===== src/hdl/rpc_pkg.sv =====
package rpc_pkg;

    // Fixed field widths
    localparam int COORD_W    = 24;
    localparam int CSUM_W     = 25;
    localparam int DIFF_W     = 27;   // 2*point - centre sum, half-LSB units
    localparam int ROT_W      = 30;   // rotated coordinate, headroom for sqrt(3) growth
    localparam int CFG_IDX_W  = 3;
    localparam int CFG_DATA_W = 25;
    localparam int NUM_AXES   = 3;

    localparam int QUEUE_DEPTH = 4;
    localparam int QPTR_W      = 2;

    localparam int COORD_MAX = 8388607;
    localparam int COORD_MIN = -8388608;

    // Sine table generation: Q30 Taylor series
    localparam logic [63:0] PI_Q30      = 64'd3373259426;
    localparam int          SINE_Q      = 30;
    localparam int          TAYLOR_LAST = 21;

    typedef enum logic [CFG_IDX_W-1:0] {
        REG_CSUM_X  = 3'd0,
        REG_CSUM_Y  = 3'd1,
        REG_CSUM_Z  = 3'd2,
        REG_ANGLE_X = 3'd3,
        REG_ANGLE_Y = 3'd4,
        REG_ANGLE_Z = 3'd5
    } t_reg_idx;

    // Centred point as it travels from front to back
    typedef struct packed {
        logic signed [DIFF_W-1:0] x;
        logic signed [DIFF_W-1:0] y;
        logic signed [DIFF_W-1:0] z;
    } t_pt;

    // Quarter-wave entry k: round(sin(k*pi/2^(abits-1)) * 2^tbits), clamped.
    // Elaboration only.
    function automatic logic [31:0] sine_entry(input int k, input int abits, input int tbits);
        logic [63:0] x;
        logic [63:0] x2;
        logic [63:0] term;
        longint      sum;
        longint      res;
        x    = (64'(k) * PI_Q30) >> (abits - 1);
        x2   = (x * x) >> SINE_Q;
        term = x;
        sum  = longint'(x);
        for (int n = 1; n < TAYLOR_LAST; n += 2) begin
            term = ((term * x2) >> SINE_Q) / 64'((n + 1) * (n + 2));
            if ((((n + 1) / 2) % 2) == 1) begin
                sum = sum - longint'(term);
            end else begin
                sum = sum + longint'(term);
            end
        end
        if (sum < 0) begin
            sum = 0;
        end
        res = (sum + (longint'(1) << (SINE_Q - 1 - tbits))) >>> (SINE_Q - tbits);
        if (res > (longint'(1) << tbits)) begin
            res = longint'(1) << tbits;
        end
        return res[31:0];
    endfunction

endpackage


===== src/hdl/rpc_queue.sv =====
module rpc_queue (
    input  logic         i_clk,
    input  logic         i_rst_n,
    input  logic         i_push,
    input  rpc_pkg::t_pt i_data,
    output logic         o_full,
    output logic         o_valid,
    input  logic         i_pop,
    output rpc_pkg::t_pt o_data
);

    rpc_pkg::t_pt              r_mem [rpc_pkg::QUEUE_DEPTH];
    logic [rpc_pkg::QPTR_W-1:0] r_wr;
    logic [rpc_pkg::QPTR_W-1:0] r_rd;
    logic [rpc_pkg::QPTR_W:0]   r_cnt;
    logic                       do_push;
    logic                       do_pop;

    assign o_full  = (r_cnt == (rpc_pkg::QPTR_W + 1)'(rpc_pkg::QUEUE_DEPTH));
    assign o_valid = (r_cnt != '0);
    assign o_data  = r_mem[r_rd];
    assign do_push = i_push & ~o_full;
    assign do_pop  = i_pop & o_valid;

    always_ff @(posedge i_clk) begin
        if (!i_rst_n) begin
            r_wr  <= '0;
            r_rd  <= '0;
            r_cnt <= '0;
        end else begin
            if (do_push) begin
                r_wr <= r_wr + 1'b1;
            end
            if (do_pop) begin
                r_rd <= r_rd + 1'b1;
            end
            unique case ({do_push, do_pop})
                2'b10:   r_cnt <= r_cnt + 1'b1;
                2'b01:   r_cnt <= r_cnt - 1'b1;
                default: r_cnt <= r_cnt;
            endcase
        end
    end

    always_ff @(posedge i_clk) begin
        if (do_push) begin
            r_mem[r_wr] <= i_data;
        end
    end

endmodule


===== config.mk =====
export PLATFORM = sky130hd
export DESIGN_NAME = rpc_queue
export DESIGN_NICKNAME = d
export VERILOG_FILES = /design/src/hdl/rpc_pkg.sv /design/src/hdl/rpc_queue.sv
export SDC_FILE = /design/constraint.sdc
export NUM_CORES = 1
export LEC_CHECK = 0
export BUFFER_PORTS_ARGS = -buffer_cell sky130_fd_sc_hd__buf_2
export CELL_PAD_IN_SITES_DETAIL_PLACEMENT = 0
export CELL_PAD_IN_SITES_GLOBAL_PLACEMENT = 1
export CORE_ASPECT_RATIO = 1.75
export CORE_MARGIN = 5
export CORE_UTILIZATION = 45
export DETAILED_ROUTE_END_ITERATION = 7
export PLACE_DENSITY = 0.79
export SYNTH_ARGS = -nofsm -noshare
export SYNTH_HDL_FRONTEND = slang
export SYNTH_SLANG_ARGS = --single-unit
export TNS_END_PERCENT = 10

===== constraint.sdc =====
create_clock -name i_clk -period 6.7 [get_ports i_clk]
set_clock_uncertainty 0.05 [all_clocks]
set_input_delay 0.67 -clock i_clk [delete_from_list [all_inputs] [get_ports i_clk]]
set_output_delay 0.67 -clock i_clk [all_outputs]
set_load 0.02 [all_outputs]

=== Word level (Yosys, flattened, before mapping) ===
Memory sizes are Yosys's and may differ from the RTL's. A register that Yosys moved wholly into a read port is not among the register bits.
Cells that the tools add are included.

* Muxes and demuxes: 5
* Reductions and logical operators: 2
* Add/sub/neg operators: 4
* Equality and inequality tests: 3
* Bitwise operators: 3

{| class="wikitable"
|+ Operators with widths
! cell !! count
|-
| $pmux W3 S2 || 1
|-
| $add A2 B1 Y2 const B || 2
|-
| $mux W2 || 2
|-
| $add A3 B1 Y3 const B || 1
|-
| $eq A3 B3 Y1 const B || 1
|-
| $reduce_bool A3 Y1 || 1
|-
| $sub A3 B1 Y3 const B || 1
|-
| $and A1 B1 Y1 || 2
|-
| $eq A2 B1 Y1 const B || 1
|-
| $eq A2 B2 Y1 const B || 1
|-
| $mux W1 || 2
|-
| $reduce_bool A2 Y1 || 1
|-
| $not A1 Y1 || 1
|}

* Output and inout port bits: 83
* Input port bits: 85
* Bits in registers: 7
* Memories kept: 1
* Bits in writable memories: 324
* Word-level logic and storage cells: 21

{| class="wikitable"
|+ Memory list
! memory !! words !! width !! read ports !! clocked after memory_dff !! wr ports !! line !! text
|-
| r_mem || 4 || 81 || 1 || 1 || 1 || rpc_queue.sv:12 || <nowiki>rpc_pkg::t_pt r_mem [rpc_pkg::QUEUE_DEPTH];</nowiki>
|}

=== Longest topological paths before layout ===
* Depth in word-level cells: 5
* Mapped depth: 10
* Gate-level depth less buffers: 9

=== Least setup slack after synthesis ===
Ideal clock, no wire load.

* Path kind: input to register
* Start: in i_push
* End: mem r_mem[0][0] (netlist bit), enable pin
* Setup slack: 3359 ps
* Stages: 3
* Required time: 6202 ps
* Arrival time: 2843 ps
* Buffers on the path: 1
* Setup time: 448 ps
* Cells stage by stage: nor2b_1 buf_2 and2_1

* Longest elaborated chain between the ends: 3

{| class="wikitable"
|+ Ends and longest elaborated chain
! what !! line !! text
|-
| start, declared || rpc_queue.sv:4 || <nowiki>input logic i_push,</nowiki>
|-
| $and A1 B1 Y1 || rpc_queue.sv:22 || <nowiki>assign do_push = i_push & ~o_full;</nowiki>
|-
| $mux W1 || rpc_queue.sv:46 || <nowiki>if (do_push) begin</nowiki>
|-
| $mux W1 (implied by the code) || rpc_queue.sv:47 || <nowiki>r_mem[r_wr] <= i_data;</nowiki>
|-
| end, declared || rpc_queue.sv:12 ||
|}

No other way between the ends.

==> results.json <==
{
  "setup.worst_path.end_class": "primary output",
  "rows": 80,
  "drt-wirelength-per-cell_um": 22.1,
  "synth_xor_area_share_pct": 0.286,
  "vias": 5442,
  "placed_area_um2": 13400,
  "slew_headroom_pct": 26.3,
  "grtUsageMet2_pct": 29.6,
  "ys_seq_elements": 333,
  "clock_path_buffers": 3,
  "hold_path.class": "in2reg",
  "cp.required_ns": 5.98,
  "coreArea_um2": 27100,
  "cts-resized-gates": 0,
  "status": "finished clean",
  "drive_gt1_share_pct": 44.6,
  "crit_chain": "buf_4, mux4_2, buf_2",
  "io_pins": 168,
  "final_area_um2": 14400,
  "path_clk_slew_ns": 0.06,
  "synth.cells.most_frequent": "edfxtp_1, mux4_2, buf_2, dfxtp_1, buf_12",
  "slowest_stage": "buf_4",
  "via_per_inst": 5.17,
  "tns_ns": 0,
  "hold_violations": 0,
  "crit_type": "reg2out",
  "root_buffer": "clkbuf_16",
  "global_route.usage.met1_pct": 15.9,
  "min_from": "i_data[80]",
  "syn_to_final_growth_pct": 17.1,
  "async_flop_share_pct": 0,
  "syn_area_um2": 12300,
  "r2r_slack_ns": 3.97,
  "worst_r2r_path_depth": 4,
  "finalCriticalPeriod_ns": 3.82,
  "crit_fanout": 50,
  "cts_max_level": 1,
  "syn_area_per_cell_um2": 25.8,
  "power_density_nw_per_um2": 392,
  "synthAdderAreaFrac_pct": 0.674,
  "die_area_um2": 30800,
  "worstSetupStartpointType": "register",
  "synth_flop_cell": "edfxtp_1",
  "synthMuxAreaShare_pct": 15.0,
  "synth_compound_area_share_pct": 0.286,
  "port_buffers": 167,
  "start_util_pct": 45.2,
  "synthTopCellsByArea": "edfxtp_1, mux4_2, dfxtp_1, buf_12, ha_1",
  "yosys.area_share.simple_pct": 0.868,
  "syn-num-nets": 566,
  "die_x_um": 135,
  "grt-ovfl-total": 0,
  "n_fill_cell": 2083,
  "r2r-end": "r_mem[3][63]$_DFFE_PP_",
  "numCtsBuffers": 29,
  "drv_slew": 0,
  "nNetsFinal": 750,
  "grt_pass1_vias": 6252,
  "wl_um": 23300,
  "drc": 0,
  "detailed_place_hpwl_um": 14400,
  "arrival_ns": 3.10,
  "yosys_warnings": 0,
  "timing_worst_slew_pin_value_ns": 1.11,
  "cts.repair_timing.setup_buffer_count": 0,
  "fmax_mhz": 262,
  "crit_path_max_incr_delay_ns": 0.89,
  "cap_violations": 0,
  "synth_top_area_cell": "edfxtp_1",
  "grt_most_used_layer": "met2",
  "drt-pass1-iter-count": 4,
  "cts_tree": "built",
  "holdPathStages": 1,
  "antenna_found_initial": 7,
  "ys_types": 22,
  "synth_top_family_by_area": "multiplexers",
  "dr.first_iter.drc_count": 330,
  "r2r-start": "r_cnt[2]$_SDFFE_PN0P_",
  "rsz0062_at_grt": "false",
  "track_usage_pct": 15.2,
  "postCtsHoldBufs": 0,
  "fin_crit_sh_pct": 57.0,
  "grt_max_degree": 72,
  "yosysTopAreaCellShare_pct": 79.4,
  "final_antenna_net_count": 0,
  "ir_drop_mv": 0.278,
  "clk_latency_ns": 0.55,
  "grt_pass1_wl_um": 35400,
  "hold_end": "r_mem[3][80]$_DFFE_PP_",
  "numClockSinks": 333,
  "gp_congestion": 0.710,
  "grt_use_met3_pct": 2.53,
  "yosysSeqAreaShare_pct": 80.8,
  "leakage_nw": 4.76,
  "synth_cells": 475,
  "synth_edf_count": 324,
  "synth_most_common_cell": "edfxtp_1",
  "fp.dieH_um": 228,
  "setup_viol": 0
}
-- flip-flops by register name, summed over array words and instances (netlist names), named ones only --
signal and flops:
r_rd 2, r_wr 2, r_cnt 3, r_mem 324
-- cell type report --
type | instances | area [um^2] | area share [%]
flip-flops and latches | 333 | 9920 | 69.1
repair buffers | 173 | 881 | 6.14
inverters | 6 | 22.5 | 0.157
clock inverters | 18 | 201 | 1.40
diodes | 5 | 12.5 | 0.0872
multi-input cells | 116 | 2110 | 14.7
well taps | 369 | 462 | 3.22
clock buffers | 33 | 741 | 5.16
-- worst max-delay path: cells and delay by family, from the launching register on --
kind / cells / cell delay (ns)
buffers and inverters: 2 / 1.08
DFF: 1 / 0.77
muxes: 1 / 0.66
-- power by group --
| group | switching [W] | total, W | internal [W] |
|---|---|---|---|
| Clock | 0.000704 | 0.00165 | 0.000948 |
| Combinational | 0.000767 | 0.00134 | 0.000576 |
| Sequential | 0.000117 | 0.00263 | 0.00252 |
-- worst max path at each step --
stage	from	slack, ns	end
5_1_grt	register	2.59	o_data[53]
4_1_cts	register	2.72	o_data[53]
3_3_place_gp	register	3.36	o_data[51]
2_1_floorplan	i_push	3.36	r_mem[0][0]$_DFFE_PP_
6_report	register	2.88	o_data[53]
3_5_place_dp	register	3.32	o_data[51]
-- cells by family (layout without fill, tap and decap cells) --
| kind of cell | Yosys count | count (layout) |
|---|---|---|
| other cells | 0 | 5 |
| fa+ha+maj | 6 | 6 |
| xor+xnor | 4 | 4 |
| simple gates | 18 | 18 |
| compound gates | 5 | 5 |
| buf+inv | 26 | 230 |
| flops | 333 | 333 |
| mux | 83 | 83 |
-- layer usage --
layer | vias to the layer above | routed length, um
li1 | 2395 | -
met1 | 2874 | 8040
met2 | 129 | 13600
met3 | 40 | 930
met4 | 4 | 640
met5 | - | 24
-- stage by stage --
step | utilization [%] | cells | worst slack, ns | hold slack [ns] | total power [W]
2_1_floorplan | - | 475 | 3.36 | 0.418 | 0.00370
3_3_place_gp | 49.4 | 997 | 3.36 | 0.427 | 0.00402
3_5_place_dp | 49.4 | 997 | 3.32 | 0.451 | 0.00405
4_1_cts | 52.9 | 1048 | 2.72 | 0.249 | 0.00571
5_1_grt | 52.9 | 1052 | 2.59 | 0.266 | 0.00587
6_report | 52.9 | 1053 | 2.88 | 0.283 | 0.00563
-- placed cells by master, fill, tap and decap left out, types with 3 or more instances in the layout --
| cell | count |
|---|---|
| mux4_2 | 81 |
| and2_1 | 3 |
| inv_1 | 6 |
| buf_2 | 167 |
| clkinv_2 | 4 |
| clkbuf_1 | 4 |
| buf_4 | 6 |
| bufinv_16 | 4 |
| nand2_1 | 5 |
| clkbuf_16 | 29 |
| nor2b_1 | 3 |
| dfxtp_1 | 7 |
| xnor2_1 | 3 |
| and2_4 | 4 |
| diode_2 | 5 |
| ha_1 | 5 |
| clkinv_1 | 5 |
| edfxtp_1 | 324 |
No activity file was read; power rests on OpenSTA's default activity.
